[src/hdl/npta_pkg.sv]
// ----------------------------------------------------------------------------
// npta_pkg: shared types and constants of the node presence table
// Holds the table entry layout, request and result codes, and the control
// group that the sequencer drives into the row of table cells.
// ----------------------------------------------------------------------------
package npta_pkg;

	// request codes carried by an input word
	typedef enum logic [1:0] {
		REQ_JOIN      = 2'd0,
		REQ_HEARTBEAT = 2'd1,
		REQ_TICK      = 2'd2,
		REQ_LOOKUP    = 2'd3
	} req_t;

	// result codes carried by an output word
	typedef enum logic [2:0] {
		KIND_NEW       = 3'd0,
		KIND_UPDATED   = 3'd1,
		KIND_REFRESHED = 3'd2,
		KIND_UNKNOWN   = 3'd3,
		KIND_OFFLINE   = 3'd4,
		KIND_FORWARD   = 3'd5,
		KIND_NOMATCH   = 3'd6,
		KIND_FULL_DONE = 3'd7
	} kind_t;

	// sequencer states
	typedef enum logic [2:0] {
		ST_IDLE,
		ST_SCAN,
		ST_APPLY,
		ST_FINAL,
		ST_FLUSH
	} state_t;

	localparam logic [7:0] RELOAD_RESET = 8'd3;

	// one table entry as it travels along the row
	typedef struct packed {
		logic        valid;
		logic [7:0]  tag;
		logic [15:0] addr;
		logic [7:0]  life;
	} entry_t;

	// sequencer to row: shift strobe and the entry fed back into the tail
	typedef struct packed {
		logic   shift;
		entry_t fb;
	} ring_ctl_t;

	// one result word
	typedef struct packed {
		kind_t       kind;
		logic [15:0] addr;
		logic [7:0]  tag;
	} result_t;

endpackage

[src/hdl/npta_cell.sv]
// ----------------------------------------------------------------------------
// npta_cell: one table slot in the rotating row
// Holds one entry and takes the entry of its neighbor whenever the row shifts.
// ----------------------------------------------------------------------------
module npta_cell (
	input  logic             clk,
	input  logic             arst_n,
	input  logic             shift,
	input  npta_pkg::entry_t entry_in,
	output npta_pkg::entry_t entry_out
);

	logic        valid_q;
	logic [7:0]  tag_q;
	logic [15:0] addr_q;
	logic [7:0]  life_q;

	// valid flag, cleared on reset
	always_ff @(posedge clk or negedge arst_n) begin
		if (!arst_n) begin
			valid_q <= 1'b0;
		end else if (shift) begin
			valid_q <= entry_in.valid;
		end
	end

	// entry payload
	always_ff @(posedge clk) begin
		if (shift) begin
			tag_q  <= entry_in.tag;
			addr_q <= entry_in.addr;
			life_q <= entry_in.life;
		end
	end

	assign entry_out.valid = valid_q;
	assign entry_out.tag   = tag_q;
	assign entry_out.addr  = addr_q;
	assign entry_out.life  = life_q;

endmodule

[src/hdl/npta_ctrl.sv]
// ----------------------------------------------------------------------------
// npta_ctrl: request sequencer and head-of-row processing
// Rotates the row once per pass, inspects and edits the head entry, and
// emits result words through a one-deep pending register so that the last
// word of a run can be marked.
// ----------------------------------------------------------------------------
module npta_ctrl #(
	parameter int TABLE_DEPTH = 16
) (
	input  logic                clk,
	input  logic                arst_n,
	input  logic                start,
	output logic                busy,
	input  logic [1:0]          req_type,
	input  logic [15:0]         node_addr,
	input  logic [7:0]          node_tag,
	input  logic                cfg_wr_en,
	input  logic [7:0]          cfg_wr_data,
	input  npta_pkg::entry_t    head,
	output npta_pkg::ring_ctl_t ring_ctl,
	output logic                result_strobe,
	output logic [2:0]          result_kind,
	output logic [15:0]         out_addr,
	output logic [7:0]          out_tag,
	output logic                last_of_run
);

	localparam int IDX_W = $clog2(TABLE_DEPTH);
	localparam logic [IDX_W-1:0] LAST_IDX = IDX_W'(TABLE_DEPTH - 1);

	npta_pkg::state_t  state_q, state_d;
	logic [IDX_W-1:0]  cnt_q, cnt_d;
	npta_pkg::req_t    req_q;
	logic [15:0]       addr_q;
	logic [7:0]        tag_q;
	logic [7:0]        reload_q;

	// search results of the first pass
	logic              hit_q, hit_d;
	logic [IDX_W-1:0]  hit_idx_q, hit_idx_d;
	logic [15:0]       hit_addr_q, hit_addr_d;
	logic [7:0]        hit_tag_q, hit_tag_d;
	logic              free_q, free_d;
	logic [IDX_W-1:0]  free_idx_q, free_idx_d;

	// pending word and output registers
	logic              pend_valid_q, pend_valid_d;
	npta_pkg::result_t pend_q, pend_d;
	logic              strobe_q, strobe_d;
	logic              last_q, last_d;
	npta_pkg::result_t res_q, res_d;

	logic              accept;
	logic              push;
	npta_pkg::result_t push_res;
	logic              flush;

	assign accept = start && (state_q == npta_pkg::ST_IDLE);
	assign busy   = (state_q != npta_pkg::ST_IDLE);

	// next state, head edits and result pushes
	always_comb begin
		state_d       = state_q;
		cnt_d         = cnt_q;
		hit_d         = hit_q;
		hit_idx_d     = hit_idx_q;
		hit_addr_d    = hit_addr_q;
		hit_tag_d     = hit_tag_q;
		free_d        = free_q;
		free_idx_d    = free_idx_q;
		ring_ctl.shift = 1'b0;
		ring_ctl.fb    = head;
		push          = 1'b0;
		push_res      = '{kind: npta_pkg::KIND_NEW, addr: 16'd0, tag: 8'd0};
		flush         = 1'b0;
		case (state_q)
			npta_pkg::ST_IDLE: begin
				if (accept) begin
					state_d = npta_pkg::ST_SCAN;
					cnt_d   = '0;
					hit_d   = 1'b0;
					free_d  = 1'b0;
				end
			end
			npta_pkg::ST_SCAN: begin
				ring_ctl.shift = 1'b1;
				case (req_q)
					npta_pkg::REQ_JOIN: begin
						if (head.valid && head.tag == tag_q && !hit_q) begin
							hit_d     = 1'b1;
							hit_idx_d = cnt_q;
						end
						if (!head.valid && !free_q) begin
							free_d     = 1'b1;
							free_idx_d = cnt_q;
						end
					end
					npta_pkg::REQ_HEARTBEAT: begin
						if (head.valid && head.addr == addr_q) begin
							ring_ctl.fb.life = reload_q;
							push = 1'b1;
							push_res = '{kind: npta_pkg::KIND_REFRESHED,
								addr: head.addr, tag: head.tag};
						end
					end
					npta_pkg::REQ_TICK: begin
						if (head.valid) begin
							if (head.life <= 8'd1) begin
								ring_ctl.fb.valid = 1'b0;
								ring_ctl.fb.life  = 8'd0;
								push = 1'b1;
								push_res = '{kind: npta_pkg::KIND_OFFLINE,
									addr: head.addr, tag: head.tag};
							end else begin
								ring_ctl.fb.life = head.life - 8'd1;
							end
						end
					end
					npta_pkg::REQ_LOOKUP: begin
						if (head.valid && head.tag == tag_q && !hit_q) begin
							hit_d      = 1'b1;
							hit_addr_d = head.addr;
							hit_tag_d  = head.tag;
						end
					end
					default: begin
					end
				endcase
				if (cnt_q == LAST_IDX) begin
					cnt_d   = '0;
					state_d = (req_q == npta_pkg::REQ_JOIN) ? npta_pkg::ST_APPLY
						: npta_pkg::ST_FINAL;
				end else begin
					cnt_d = cnt_q + 1'b1;
				end
			end
			npta_pkg::ST_APPLY: begin
				// second join pass writes the chosen slot
				ring_ctl.shift = 1'b1;
				if (hit_q && cnt_q == hit_idx_q) begin
					ring_ctl.fb.addr = addr_q;
					ring_ctl.fb.life = reload_q;
				end else if (!hit_q && free_q && cnt_q == free_idx_q) begin
					ring_ctl.fb = '{valid: 1'b1, tag: tag_q, addr: addr_q, life: reload_q};
				end
				if (cnt_q == LAST_IDX) begin
					cnt_d   = '0;
					state_d = npta_pkg::ST_FINAL;
				end else begin
					cnt_d = cnt_q + 1'b1;
				end
			end
			npta_pkg::ST_FINAL: begin
				state_d = npta_pkg::ST_FLUSH;
				case (req_q)
					npta_pkg::REQ_JOIN: begin
						push = 1'b1;
						if (hit_q) begin
							push_res = '{kind: npta_pkg::KIND_UPDATED, addr: addr_q, tag: tag_q};
						end else if (free_q) begin
							push_res = '{kind: npta_pkg::KIND_NEW, addr: addr_q, tag: tag_q};
						end else begin
							push_res = '{kind: npta_pkg::KIND_FULL_DONE, addr: addr_q,
								tag: tag_q};
						end
					end
					npta_pkg::REQ_HEARTBEAT: begin
						if (!pend_valid_q) begin
							push = 1'b1;
							push_res = '{kind: npta_pkg::KIND_UNKNOWN, addr: addr_q, tag: 8'd0};
						end
					end
					npta_pkg::REQ_TICK: begin
						push = 1'b1;
						push_res = '{kind: npta_pkg::KIND_FULL_DONE, addr: 16'd0, tag: 8'd0};
					end
					npta_pkg::REQ_LOOKUP: begin
						push = 1'b1;
						if (hit_q) begin
							push_res = '{kind: npta_pkg::KIND_FORWARD, addr: hit_addr_q,
								tag: hit_tag_q};
						end else begin
							push_res = '{kind: npta_pkg::KIND_NOMATCH, addr: 16'd0, tag: tag_q};
						end
					end
					default: begin
					end
				endcase
			end
			npta_pkg::ST_FLUSH: begin
				flush   = 1'b1;
				state_d = npta_pkg::ST_IDLE;
			end
			default: begin
				state_d = npta_pkg::ST_IDLE;
			end
		endcase
	end

	// pending word: a push sends out the previous word, flush sends the last
	always_comb begin
		pend_valid_d = pend_valid_q;
		pend_d       = pend_q;
		strobe_d     = 1'b0;
		last_d       = 1'b0;
		res_d        = res_q;
		if (accept) begin
			pend_valid_d = 1'b0;
		end else if (push) begin
			pend_valid_d = 1'b1;
			pend_d       = push_res;
			if (pend_valid_q) begin
				strobe_d = 1'b1;
				res_d    = pend_q;
			end
		end else if (flush) begin
			pend_valid_d = 1'b0;
			strobe_d     = pend_valid_q;
			last_d       = 1'b1;
			res_d        = pend_q;
		end
	end

	// control registers
	always_ff @(posedge clk or negedge arst_n) begin
		if (!arst_n) begin
			state_q      <= npta_pkg::ST_IDLE;
			cnt_q        <= '0;
			hit_q        <= 1'b0;
			free_q       <= 1'b0;
			pend_valid_q <= 1'b0;
			strobe_q     <= 1'b0;
			reload_q     <= npta_pkg::RELOAD_RESET;
		end else begin
			state_q      <= state_d;
			cnt_q        <= cnt_d;
			hit_q        <= hit_d;
			free_q       <= free_d;
			pend_valid_q <= pend_valid_d;
			strobe_q     <= strobe_d;
			if (cfg_wr_en) begin
				reload_q <= cfg_wr_data;
			end
		end
	end

	// request word and payload registers
	always_ff @(posedge clk) begin
		if (accept) begin
			req_q  <= npta_pkg::req_t'(req_type);
			addr_q <= node_addr;
			tag_q  <= node_tag;
		end
		hit_idx_q  <= hit_idx_d;
		hit_addr_q <= hit_addr_d;
		hit_tag_q  <= hit_tag_d;
		free_idx_q <= free_idx_d;
		pend_q     <= pend_d;
		res_q      <= res_d;
		last_q     <= last_d;
	end

	assign result_strobe = strobe_q;
	assign result_kind   = res_q.kind;
	assign out_addr      = res_q.addr;
	assign out_tag       = res_q.tag;
	assign last_of_run   = last_q;

endmodule

[src/hdl/node_presence_table_aging_unit.sv]
// A join makes two passes of the row before its last word, other requests one;
// a tick emits up to TABLE_DEPTH+1 words, one per cycle.
// Throughput: one request at a time, set by the full rotation of the slot row
// past the single head processing point (two rotations for a join).
// Results appear one cycle each on result_strobe; the receiver cannot stall.
// Reset empties the table at once (valid flags cleared) and loads reload 3.
// ----------------------------------------------------------------------------
// node_presence_table_aging_unit: keepalive node table with aging
// A row of slot cells rotates past a sequencer that joins, refreshes, ages
// and looks up node entries.
// ----------------------------------------------------------------------------
module node_presence_table_aging_unit #(
	parameter int TABLE_DEPTH = 16
) (
	input  logic        clk,
	input  logic        arst_n,
	input  logic        start,
	output logic        busy,
	input  logic [1:0]  req_type,
	input  logic [15:0] node_addr,
	input  logic [7:0]  node_tag,
	input  logic        cfg_wr_en,
	input  logic [7:0]  cfg_wr_data,
	output logic        result_strobe,
	output logic [2:0]  result_kind,
	output logic [15:0] out_addr,
	output logic [7:0]  out_tag,
	output logic        last_of_run
);

	npta_pkg::entry_t    row [TABLE_DEPTH];
	npta_pkg::ring_ctl_t ring_ctl;

	// row of slot cells, head at cell 0, sequencer feeds the tail
	for (genvar i = 0; i < TABLE_DEPTH; i++) begin : g_cell
		npta_pkg::entry_t nxt;
		if (i == TABLE_DEPTH - 1) begin : g_tail
			assign nxt = ring_ctl.fb;
		end else begin : g_body
			assign nxt = row[i+1];
		end
		npta_cell u_cell (
			.clk       (clk),
			.arst_n    (arst_n),
			.shift     (ring_ctl.shift),
			.entry_in  (nxt),
			.entry_out (row[i])
		);
	end

	// sequencer
	npta_ctrl #(
		.TABLE_DEPTH (TABLE_DEPTH)
	) u_ctrl (
		.clk           (clk),
		.arst_n        (arst_n),
		.start         (start),
		.busy          (busy),
		.req_type      (req_type),
		.node_addr     (node_addr),
		.node_tag      (node_tag),
		.cfg_wr_en     (cfg_wr_en),
		.cfg_wr_data   (cfg_wr_data),
		.head          (row[0]),
		.ring_ctl      (ring_ctl),
		.result_strobe (result_strobe),
		.result_kind   (result_kind),
		.out_addr      (out_addr),
		.out_tag       (out_tag),
		.last_of_run   (last_of_run)
	);

endmodule

[config.mk]
export PLATFORM = sky130hd
export DESIGN_NAME = node_presence_table_aging_unit
export DESIGN_NICKNAME = d
export VERILOG_FILES = /design/src/hdl/npta_pkg.sv /design/src/hdl/npta_cell.sv /design/src/hdl/npta_ctrl.sv /design/src/hdl/node_presence_table_aging_unit.sv
export SDC_FILE = /design/constraint.sdc
export NUM_CORES = 1
export LEC_CHECK = 0
export ABC_AREA = 1
export BUFFER_PORTS_ARGS = -buffer_cell sky130_fd_sc_hd__buf_2
export CAP_MARGIN = 20
export CORE_MARGIN = 1.5
export CORE_UTILIZATION = 58
export DETAILED_ROUTE_END_ITERATION = 7
export PLACE_DENSITY = 0.77
export SLEW_MARGIN = 20
export SYNTH_ARGS = -nofsm -noshare
export SYNTH_HDL_FRONTEND = slang
export SYNTH_SLANG_ARGS = --single-unit
[constraint.sdc]
create_clock -name clk -period 8.9 [get_ports clk]
set_input_delay 1.78 -clock clk [delete_from_list [all_inputs] [get_ports clk]]
set_output_delay 1.78 -clock clk [all_outputs]
set_load 0.005 [all_outputs]
======== Word-level counts from Yosys, hierarchy flattened ========
Index checks and enable logic that the tools add are counted.
cells by class
  add/sub/neg operators ................... 2
  order comparisons ....................... 1
  equal/unequal tests ..................... 20
  muxes and demuxes ....................... 57
  bitwise logic cells ..................... 1
  reduce and logical (&&, ||, !) cells .... 31
operators with widths
  operator                                                                count
  27-bit 2-to-1 mux                                                       7
  27-bit case mux with 2 select lines                                     2
  27-bit case mux with 4 select lines                                     1
  26-bit 2-to-1 mux                                                       3
  24-bit 2-to-1 mux                                                       2
  33-bit 2-to-1 mux                                                       1
  8-bit case mux with 2 select lines                                      2
  8-bit 2-to-1 mux                                                        3
  1-bit 2-to-1 mux                                                        22
  16-bit == test                                                          1
  3-bit AND reduction                                                     5
  2-bit by 1-bit != test with 1-bit output (second input constant)        7
  3-bit case mux with 4 select lines                                      1
  1-bit case mux with 2 select lines                                      5
  3-bit 2-to-1 mux                                                        3
  9-bit 2-to-1 mux                                                        1
  4-bit == test                                                           2
  8-bit == test                                                           1
  8-bit by 1-bit <= comparator with 1-bit output (second input constant)  1
  1-bit logical AND                                                       8
  4-bit 2-to-1 mux                                                        2
  4-bit case mux with 2 select lines                                      1
  4-bit AND reduction                                                     2
  8-bit by 1-bit subtractor with 8-bit output (second input constant)     1
  18 further kinds                                                        28
word-level totals
  bits in registers ....................... 660
  bits of input ports ..................... 38
  output and inout bits ................... 30
  logic and storage cells ................. 197

======== Depth between registers and ports, before layout ========
Gate-level depths: netlist of the first run.
  depth in word-level cells ............... 7
  gate-level depth with buffers ........... 13
  gate-level depth less buffers ........... 13

======== Cells and area by module ========
A second synthesis of the first run with hierarchy kept.
second synthesis, totals
  cells, all modules ...................... 1,292
  area, all modules ....................... 22,639.2 µm²
modules (own cells, without submodules)
  module     instances  cells each  area each (µm²)
  npta_cell  16         38          1,008.5
  npta_ctrl  1          684         6,503.7

======== Worst setup path after synthesis of the first run ========
No wires, ideal clock.
  path type ............................... register -> register
  start point ............................. register u_ctrl.state_q[2]
  end point ............................... register g_cell[0].u_cell.valid_q
  library setup time ...................... 0.425 ns
  data arrival time ....................... 7.196 ns
  slack ................................... 1.279 ns
  stages on the path, launching flop included .. 8
  path buffers ............................ 1
  path through ............................ dfrtp_1 > nor2_1 > inv_1 > nor2_4 > inv_1 > nand2_2 > buf_2 > o21ai_0
between the ends
  cells in the longest elaborated chain, start to end .. 2
ends and longest elaborated chain
  what                                                                                                  RTL line          source
  start: declaration                                                                                    npta_ctrl.sv:31   npta_pkg::state_t state_q, state_d;
  start signal: assignment                                                                              npta_ctrl.sv:227  state_q <= npta_pkg::ST_IDLE;
  start signal: assignment                                                                              npta_ctrl.sv:235  state_q <= state_d;
  3-bit by 2-bit == test with 1-bit output or 3-bit by 1-bit == test with 1-bit output (tied branches)  npta_ctrl.sv:76   case (state_q)
  2-bit case mux with 2 select lines *                                                                  npta_ctrl.sv:76
  net g_cell[0].u_cell.shift                                                                            npta_cell.sv:8    input logic shift,
  end signal: assignment                                                                                npta_cell.sv:23   valid_q <= entry_in.valid;
  end: declaration                                                                                      npta_cell.sv:13   logic valid_q;
The timed path passes the listed nets; every way through them passes the cells marked *.
A chain may end at the register's enable or synchronous reset.

======== Worst setup path after layout of the first run ========
  start point ............................. register u_ctrl.state_q[1]
  end point ............................... register g_cell[11].u_cell.addr_q[8], enable pin
between the ends
  cells in the longest elaborated chain, start to end .. 2
ends and longest elaborated chain
  what                                                                                                  RTL line         source
  3-bit by 2-bit == test with 1-bit output or 3-bit by 1-bit == test with 1-bit output (tied branches)  npta_ctrl.sv:76
  2-bit case mux with 2 select lines *                                                                  npta_ctrl.sv:76
  end signal: assignment                                                                                npta_cell.sv:31  addr_q <= entry_in.addr;
  end: declaration                                                                                      npta_cell.sv:15  logic [15:0] addr_q;
Mark *: on every way between the ends. The rest lies on a longest branch, timed or not.

==> out/qor.yml, run 1 <==
antenna_found_initial: 0
cts.path.max_buffers: 3
grt.total_usage_pct: 19.5
die_width_um: 201
critPathTopFamily: "buffers and inverters"
finalCritPeriodShare_pct: 40.9
finalCriticalPeriod_ps: 3640
ant_nets: 0
drc_errors: 0
power_mw: 10.6
num_rows: 72
switchingPower_mw: 2.94
yosysSeqAreaShare_pct: 86.7
cp-end-kind: "register"
ys_seq_elements: 660
io_buffer_count: 67
setup_viol: 0
first_pass_iters: 5
dp_slack_ps: 5220
start_kind: "register"
synth_cell_types: 40
wl_per_cell_um: 19.3
synth_top_area_share_pct: 82.7
clock-sinks: 660
initial_utilization_pct: 58.8
fillCellCount: 2538
ctsResizeCount: 0
yosysTopAreaCell: "edfxtp_1"
fmax_mhz: 275
hpwl_mm: 21.9
syn_to_final_growth_pct: 13.6
path_max_fanout: 116
die_h_um: 201
crit_type: "register to register"
grt-ovfl-total: 0
crit_top_cell: "buf_4"
ys_dominant_reg_cell: "edfxtp_1"
crit_required_ps: 9140
path_cells: "inv_1 -> nand2_1 -> nand2_8 -> buf_4 -> buf_4"
stdcell_count: 1961
relSlewSlack_pct: 22.8
grt_max_degree: 209
setup_ws_ps: 5260
slew_viol_final: 0
io_pins: 68
h-tree-depth: 2
async_reset_ff_share_pct: 5.30
syn_nets: 1322
clkLatencyLatePin_ps: 630
netlist_top_cells_area: "edfxtp_1, dfrtp_1, nand2_1, inv_1, o21ai_2"
drt-total-wl_mm: 37.9
synth_most_common_cell: "edfxtp_1"
status: "finished, final reports clean"
n_antenna_cell: 0
synth.cells.most_frequent: "edfxtp_1, nand2_1, inv_1"
die_area_sq_um: 40300
combPwrFrac_pct: 15.2
hold_path_class: "register to register"
path_clk_slew_ps: 70
place_congestion: 0.897
syn_area_per_cell_sq_um: 17.8
path_buf_inv: 3
synth.cell_area_sq_um: 22700
max_stage_delay_ps: 780
grt_first_pass_wirelength_mm: 59.2
switching_share_pct: 27.8
finClkSkew_ps: 16.2
via_count: 10541
synthCells: 1276
holdBufCountCts: 0
vias_per_cell: 5.38
grt_pass1_vias: 10196
internal_power_mw: 7.62
fin_nets: 1438
drt-initial-drc-count: 1137
clkPwrFrac_pct: 25.5
fin_setup_tns_ps: 0
cts_tree: "yes"
synth-edff-count: 624
ir_drop_uv: 263
cp_slowest_cell: "buf_4"
cp.arrival_ps: 3880
design.core.area_sq_um: 38600
p_leak_nw: 9.41
cts_setup_buffers: 0
drive_above_1_share_pct: 16.1
hold_viol_final: 0
cts_buffers: 61
rsz0062_at_grt: "false"
tightest_slew_ps: 1160
placed_cells: 1846
clockRootBuffer: "clkbuf_16"
drv_cap: 0
ys_warn_count: 0
power_density_nw_per_um2: 410
p_seq_share_pct: 59.3
-- power by group through the flow --
| stage | Combinational [mW] | Sequential [mW] | Clock [mW] |
|---|---|---|---|
| 2_1_floorplan | 1.09 | 6.39 | 0 |
| 3_3_place_gp | 1.53 | 6.23 | 0 |
| 3_5_place_dp | 1.60 | 6.29 | 0 |
| 4_1_cts | 1.59 | 6.30 | 2.76 |
| 5_1_grt | 1.80 | 6.43 | 2.87 |
| 6_report | 1.60 | 6.27 | 2.69 |
-- layout make-up --
type,instances,area [sq um],area share [%]
Multi-Input combinational cell,477,2470,9.60
Sequential cell,660,19600,76.3
Clock buffer,79,1630,6.35
Clock inverter,35,475,1.85
Tap cell,518,648,2.52
Inverter,116,435,1.69
Timing Repair Buffer,76,435,1.69
-- final timing paths --
| kind | start | to | slack, ps | depth (start not counted) |
|---|---|---|---|---|
| max reg2reg | u_ctrl.state_q[1] | g_cell[11].u_cell.addr_q[8] | 5260 | 5 |
| min | g_cell[8].u_cell.addr_q[3] | g_cell[7].u_cell.addr_q[3] | 410 | 0 |
| max in group asynchronous | arst_n | g_cell[8].u_cell.valid_q | 7090 | 1 |
| max | u_ctrl.state_q[1] | g_cell[11].u_cell.addr_q[8] | 5260 | 5 |
| min in group asynchronous | arst_n | u_ctrl.reload_q[4] | 1260 | 1 |
| min reg2reg | g_cell[8].u_cell.addr_q[3] | g_cell[7].u_cell.addr_q[3] | 410 | 0 |
-- stage by stage --
stage	instance area, sq um	hold slack [ps]	utilization, %
final	25700	409	66.7
after global routing	25700	414	66.7
after CTS	25700	406	66.7
after detailed placement	23600	405	61.2
after global placement	23600	400	61.2
after floorplan	22700	400	-
-- cells by family after synthesis --
family	Yosys count	share of synthesized area, %
multiplexers	5	0.249
AND/OR/NAND/NOR	316	5.90
flip-flops	660	86.7
AO/OA/AOI/OAI	134	3.66
XOR/XNOR	14	0.541
adder cells (fa/ha/maj)	8	0.442
buffers and inverters	139	2.53
-- metal layers --
layer  vias to the layer above  GRT usage (%)  share of wire (%)
met3                        81           3.65                5.7
met2                       356           29.2                 46
met1                      5234           29.4                 45
met5                         -              0                  0
li1                       4870              -                  -
met4                         0           6.93                2.8
-- registers in the layout, indices dropped and copies added, names as in the netlist, 8 cells and up --
name                   count
u_ctrl.tag_q               8
u_ctrl.out_addr           16
g_cell.u_cell.tag_q      128
u_ctrl.hit_addr_q         16
g_cell.u_cell.addr_q     256
u_ctrl.reload_q            8
g_cell.u_cell.valid_q     16
u_ctrl.addr_q             16
u_ctrl.pend_q             27
u_ctrl.hit_tag_q           8
u_ctrl.out_tag             8
g_cell.u_cell.life_q     128
-- cell usage in the layout, fill, tap and decap left out, drive strengths merged, types with 3 or more instances in the layout --
cell type and count:
o21ai 75, o22ai 32, bufinv 10, nand3 28, dfrtp 33, nand4 12, a21oi 23, mux2 5
nor3 3, clkbuf 79, nand2 214, xnor2 5, edfxtp 624, xor2 9, inv 116, nor2 49
ha 8, nand3b 3, or2 5, clkinv 23, buf 76
Note: power is estimated with default switching activity, not from simulation.
==> inputs of run 2 (changes only) <==
--- a/config.mk
+++ b/config.mk
@@ -5,7 +5,7 @@
 export SDC_FILE = /design/constraint.sdc
 export NUM_CORES = 1
 export LEC_CHECK = 0
-export ABC_AREA = 1
+export ABC_AREA = 0
 export BUFFER_PORTS_ARGS = -buffer_cell sky130_fd_sc_hd__buf_2
 export CAP_MARGIN = 20
 export CORE_MARGIN = 1.5
==> constraint.sdc (replaced) <==
create_clock -name clk -period 3.6 [get_ports clk]
set_input_delay 0.72 -clock clk [delete_from_list [all_inputs] [get_ports clk]]
set_output_delay 0.72 -clock clk [all_outputs]
set_load 0.005 [all_outputs]
==> run 2 against run 1 <==
Compared with the run above: hold slack got worse by 190 ps; clock skew increased by 2.8 ps; setup slack got worse by 4900 ps; cell count decreased by 8.8%; total power increased by 94%; flip-flop and latch count unchanged; highest routed layer is now met5.
==> out/qor.yml, run 2 <==
status: "finished, final reports clean"
path_depth: 8  # +3
netlist_top_cells_area: "edfxtp_1, dfrtp_1, nand2_1, mux2_2, o21ai_0"
holdBufCountCts: 0  # unchanged
grt_max_degree: 114  # -45%
finalCriticalPeriod_ps: 3240  # -403 ps
finalCritPeriodShare_pct: 90.0  # +49 points
ir_drop_uv: 653  # +150%
synthCells: 1101  # -14%
placed_cells: 1671  # -9.5%
ant_nets: 0  # unchanged
initial_utilization_pct: 58.9  # +0.18 points
whs_ps: 215  # -195 ps
antenna_found_initial: 8  # +8
path_buf_inv: 2  # -1
grt-ovfl-total: 0  # unchanged
mostFrequentLayoutCells: "edfxtp_1, nand2_1, buf_2"
largest_reg_flops: 256  # unchanged
ys_warn_count: 0  # unchanged
slew_viol_final: 0  # unchanged
synth_most_common_cell: "edfxtp_1"
yosysSeqAreaShare_pct: 88.2  # +1.6 points
wl_per_cell_um: 20.9  # +8.3%
finClkSkew_ps: 19.0  # +2.82 ps
die_width_um: 199  # -0.88%
hold_viol_final: 0  # unchanged
cts_setup_buffers: 0  # unchanged
critPathTopFamily: "compound AO/OA/AOI/OAI gates"
ys_seq_elements: 660  # unchanged
via_count: 9921  # -5.9%
mostFrequentLayoutCell: "edfxtp_1"
ctsResizeCount: 0  # unchanged
tightest_slew_ps: 1000  # -153 ps
cts_buffers: 60  # -1.6%
die_area_sq_um: 39600  # -1.8%
top_register: "g_cell.u_cell.addr_q"
io_buffer_count: 67  # unchanged
largestRegisters: "g_cell.u_cell.addr_q (256), g_cell.u_cell.life_q (128), g_cell.u_cell.tag_q (128)"
path_max_fanout: 27  # -77%
crit_required_ps: 3860  # -5280 ps
h-tree-depth: 2  # unchanged
clkLatencyLatePin_ps: 620  # about the same
place_congestion: 0.813  # -9.3%
stdcell_count: 1788  # -8.8%
setup_viol: 0  # unchanged
p_leak_nw: 7.95  # -16%
die_h_um: 199  # -0.88%
power_density_nw_per_um2: 809  # +97%
fin_setup_tns_ps: 0  # unchanged
clockRootBuffer: "clkbuf_16"
crit_type: "register to register"
drt-initial-drc-count: 939  # -17%
synth.cell_area_sq_um: 22300  # -1.8%
first_pass_iters: 5  # unchanged
async_reset_ff_share_pct: 5.30  # unchanged
hpwl_mm: 21.3  # -2.6%
cp.arrival_ps: 3500  # -380 ps
cts_tree: "yes"
fin_nets: 1268  # -12%
cp_slowest_cell: "o31ai_4"
ff2ff_path_depth: 8  # +3
grt.total_usage_pct: 19.7  # +0.15 points
drive_above_1_share_pct: 17.6  # +1.4 points
grt_first_pass_wirelength_mm: 57.3  # -3.2%
io_pins: 68  # unchanged
design.core.area_sq_um: 37800  # -2.1%
path_clk_slew_ps: 60  # about the same
cts.path.max_buffers: 3  # unchanged
max_stage_delay_ps: 770  # about the same
fmax_mhz: 309  # +12%
ys_dominant_reg_cell: "edfxtp_1"
grt_pass1_vias: 9640  # -5.5%
synth_cell_types: 55  # +38%
drt-total-wl_mm: 37.5  # -1.2%
yosysTopAreaCell: "edfxtp_1"
syn_to_final_growth_pct: 14.0
synth.cells.most_frequent: "edfxtp_1, nand2_1, o21ai_0"
hold_path_class: "input pin to asynchronous set/reset pin"
start_kind: "register"
clock-sinks: 660  # unchanged
syn_area_per_cell_sq_um: 20.2  # +14%
relSlewSlack_pct: 33.2  # +10 points
num_rows: 71  # -1.4%
cp-end-kind: "register"
drc_errors: 0  # unchanged
drv_cap: 0  # unchanged
path_cells: "inv_1 -> ha_1 -> nor4bb_1 -> nand2_1 -> o31ai_4 -> nor2_1 -> o21ai_2 -> buf_4"
synth-edff-count: 624  # unchanged
synth_top_area_share_pct: 84.2  # +1.5 points
vias_per_cell: 5.55  # +3.2%
rsz0062_at_grt: "false"
syn_nets: 1147  # -13%
## run 2: changes by cell type after synthesis, sizes merged, moves of 22 or more
cell	change
nand2	-109
a22oi	+27
inv	-92
nand3	-22
nor2	-22
o22ai	-28
mux2	+25
## run 2: kinds of logic (layout without fill, tap and decap cells)
family                     Yosys count  after routing  synth area share (%)
buffers and inverters               54            227                 0.984
and+or+nand+nor                    190            190                  3.90
other                                0              3                     0
muxes                               32             32                  1.61
DFF                                660            660                  88.2
AOI/OAI and AO/OA                  123            123                  3.48
adders and majority gates            8              8                 0.450
xor gates and xnor gates            34             34                  1.34
## run 2: power by group
group | internal, mW | total (mW) | switching, mW
sequential | 10.7 | 11.3 | 0.570
clock | 3.62 | 6.34 | 2.72
combinational | 0.711 | 2.91 | 2.20
## run 2: area by class of cell
| class | count | area [sq um] |
|---|---|---|
| multi-input cells | 387 | 2420 |
| repair buffers | 90 | 587 |
| flip-flops and latches | 660 | 19600 |
| clock inverters | 34 | 377 |
| well taps | 511 | 639 |
| inverters | 23 | 86.3 |
| fillers | 2349 | 12400 |
| clock buffers | 80 | 1620 |
| diodes | 3 | 7.51 |
## run 2: final timing paths
| path | slack, ps | from | to |
|---|---|---|---|
| worst max-delay path | 360 | u_ctrl.req_q[0] | u_ctrl.out_tag[2] |
| worst min-delay path | 210 | arst_n | g_cell[1].u_cell.valid_q |
| worst max register to register | 360 | u_ctrl.req_q[0] | u_ctrl.out_tag[2] |
| worst min register to register | 410 | g_cell[14].u_cell.life_q[7] | g_cell[13].u_cell.life_q[7] |
| max in group asynchronous | 2850 | arst_n | u_ctrl.cnt_q[0] |
| min in group clk | 280 | node_tag[3] | u_ctrl.tag_q[3] |
## run 2: worst register-to-register path, cell delays in order (launching register included)
cell and delay, ps:
edfxtp_1 410, inv_1 80, ha_1 310, nor4bb_1 370
nand2_1 250, o31ai_4 770, nor2_1 170, o21ai_2 150
buf_4 360
## run 2: metal layers
layer	track usage [%]	vias up	share of wire, %
met4	7.91	12	2.8
met5	0	-	0.21
met3	4.31	81	6.2
met2	28.7	346	46
li1	-	4494	-
met1	29.3	4988	45
## run 2: metrics by stage
| step | util (%) | area [sq um] | total power [mW] | setup WS, ps |
|---|---|---|---|---|
| finish | 67.2 | 25400 | 20.5 | 361 |
| CTS | 67.2 | 25400 | 20.7 | 371 |
| global placement | 61.9 | 23400 | 14.2 | 168 |
| detailed placement | 61.9 | 23400 | 14.4 | 382 |
| global route | 67.2 | 25400 | 21.4 | 178 |
| floorplan | - | 22300 | 13.3 | 43.8 |
==> inputs of run 3 (changes only) <==
--- a/config.mk
+++ b/config.mk
@@ -8,6 +8,7 @@
 export ABC_AREA = 0
 export BUFFER_PORTS_ARGS = -buffer_cell sky130_fd_sc_hd__buf_2
 export CAP_MARGIN = 20
+export CORE_ASPECT_RATIO = 1.5
 export CORE_MARGIN = 1.5
 export CORE_UTILIZATION = 58
 export DETAILED_ROUTE_END_ITERATION = 7
==> run 3 against run 2 <==
Compared with the run above: critical path depth fell by 2; routed wire length down 0.54%; clock skew is 4.0 ps higher; global-route usage fell by 0.17 points; flip-flop and latch count unchanged; hold slack gained 46 ps.
==> out/qor.yml, run 3 (synthesis results as in run 2) <==
first_pass_iters: 5  # unchanged
die_area_sq_um: 39600  # about the same
setup_viol: 0  # unchanged
drt-initial-drc-count: 923  # -1.7%
grt.total_usage_pct: 19.5  # -0.17 points
io_pins: 68  # unchanged
cts_setup_buffers: 0  # unchanged
grt_pass1_vias: 9761  # +1.3%
wl_met2_mm: 18.2  # +5.4%
whs_ps: 260  # +45.9 ps
hpwl_mm: 21.8  # +2.4%
path_max_fanout: 20  # -26%
clock-sinks: 660  # unchanged
final_util_pct: 66.7  # -0.54 points
antenna_found_initial: 0  # -8
syn_to_final_growth_pct: 12.8
tightest_slew_ps: 965  # -37.6 ps
cp_slowest_cell: "or4_1"
power_mw: 20.1  # -2.2%
startpoint: "u_ctrl.state_q[2]"
crit_required_ps: 3970  # +110 ps
p_leak_nw: 7.86  # -1.1%
fmax_mhz: 330  # +6.8%
rsz0062_at_grt: "false"
cts.path.max_buffers: 3  # unchanged
place_congestion: 0.886  # +8.9%
drive_above_1_share_pct: 16.9  # -0.69 points
max_stage_delay_ps: 560  # -210 ps
finalCriticalPeriod_ps: 3030  # -205 ps
status: "finished, final reports clean"
mostFrequentLayoutCell: "edfxtp_1"
grt_first_pass_wirelength_mm: 57.7  # +0.59%
initial_utilization_pct: 59.1  # +0.14 points
finalCritPeriodShare_pct: 84.3  # -5.7 points
design.core.area_sq_um: 37700  # -0.24%
grt-ovfl-total: 0  # unchanged
holdBufCountCts: 0  # unchanged
top_layer_used: "met4"
path_cells: "or3b_1 -> or4_1 -> o22a_1 -> o31ai_1 -> nand2_1 -> o311ai_0"
via_count: 9824  # -0.98%
wl_met1_mm: 16.0  # -4.4%
die_width_um: 163  # -18%
vias_per_cell: 5.61  # +1.2%
top_register: "g_cell.u_cell.addr_q"
ir_drop_uv: 705  # +8.0%
n_antenna_cell: 0  # -3
path_clk_slew_ps: 60  # about the same
fin_nets: 1261  # -0.55%
num_rows: 87  # +23%
die_h_um: 243  # +22%
wl_per_cell_um: 21.3  # +1.6%
cts_tree: "yes"
clkLatencyLatePin_ps: 600  # -20 ps
drt-total-wl_mm: 37.2  # -0.54%
power_density_nw_per_um2: 799  # -1.2%
drv_cap: 0  # unchanged
crit_type: "register to register"
cp.arrival_ps: 3410  # -90 ps
hold_viol_final: 0  # unchanged
relSlewSlack_pct: 35.7  # +2.5 points
io_buffer_count: 67  # unchanged
finClkSkew_ps: 23.0  # +4.01 ps
cts_buffers: 55  # -8.3%
wl_met3_mm: 2.03  # -12%
h-tree-depth: 2  # unchanged
slew_viol_final: 0  # unchanged
cp-end-kind: "register"
grt_max_degree: 152  # +33%
fin_setup_tns_ps: 0  # unchanged
drc_errors: 0  # unchanged
ff_latch_area_sq_um: 19600  # unchanged
fillCellCount: 2414  # +2.8%
mostFrequentLayoutCells: "edfxtp_1, nand2_1, buf_2"
multi_input_area_sq_um: 2420  # -0.26%
reg2reg_from: "u_ctrl.state_q[2]"
clockRootBuffer: "clkbuf_16"
start_kind: "register"
ff2ff_path_depth: 6  # -2
ctsResizeCount: 0  # unchanged
largest_reg_flops: 256  # unchanged
largestRegisters: "g_cell.u_cell.addr_q (256), g_cell.u_cell.life_q (128), g_cell.u_cell.tag_q (128)"
hold_path_class: "input pin to asynchronous set/reset pin"
ant_nets: 0  # unchanged
-- run 3: cell types whose count changed in the layout (fill, tap and decap cells not counted), sizes merged --
cell / previous run / this run
diode: 3 / 0
clkbuf: 80 / 65
inv: 27 / 26
clkinvlp: 7 / 5
bufinv: 6 / 7
clkinv: 17 / 23
buf: 90 / 88
-- run 3: final timing paths --
check | endpoint | slack [ps]
max reg2reg | g_cell[15].u_cell.life_q[0] | 570
min in group clk | u_ctrl.tag_q[0] | 300
min | g_cell[13].u_cell.valid_q | 260
max | g_cell[15].u_cell.life_q[0] | 570
max in group asynchronous | u_ctrl.hit_q | 2750
min reg2reg | g_cell[7].u_cell.addr_q[10] | 420
-- run 3: layout make-up --
cell class,instances,area share (%)
clock inverter,38,1.55
sequential,660,78.2
multi-input combinational,387,9.63
clock buffer,65,5.63
tap,489,2.44
inverter,23,0.344
timing repair buffer,88,2.19
-- run 3: per-stage QoR --
stage / std cells / worst slack [ps] / area (sq um)
final: 1750 / 566 / 25100
after global routing: 1750 / 332 / 25100
after CTS: 1749 / 157 / 25100
after detailed placement: 1646 / 173 / 23300
after global placement: 1646 / 348 / 23300
after floorplan: 1101 / 43.8 / 22300
-- run 3: where the power goes --
part | internal, mW | switching, mW
combinational | 0.657 | 2.22
sequential | 10.7 | 0.539
clock | 3.33 | 2.60
total | 14.7 | 5.36
-- run 3: critical path: cells and delay by family, from the launching register on --
kind	cells	cell delay (ps)
AND/OR/NAND/NOR	3	1210
flip-flops	1	520
AO/OA/AOI/OAI	3	1090
-- run 3: routing by layer --
layer,track usage (%),up-vias
li1,-,4465
met1,28.6,4992
met2,30.2,298
met3,3.20,69
met4,6.75,0
met5,0,-
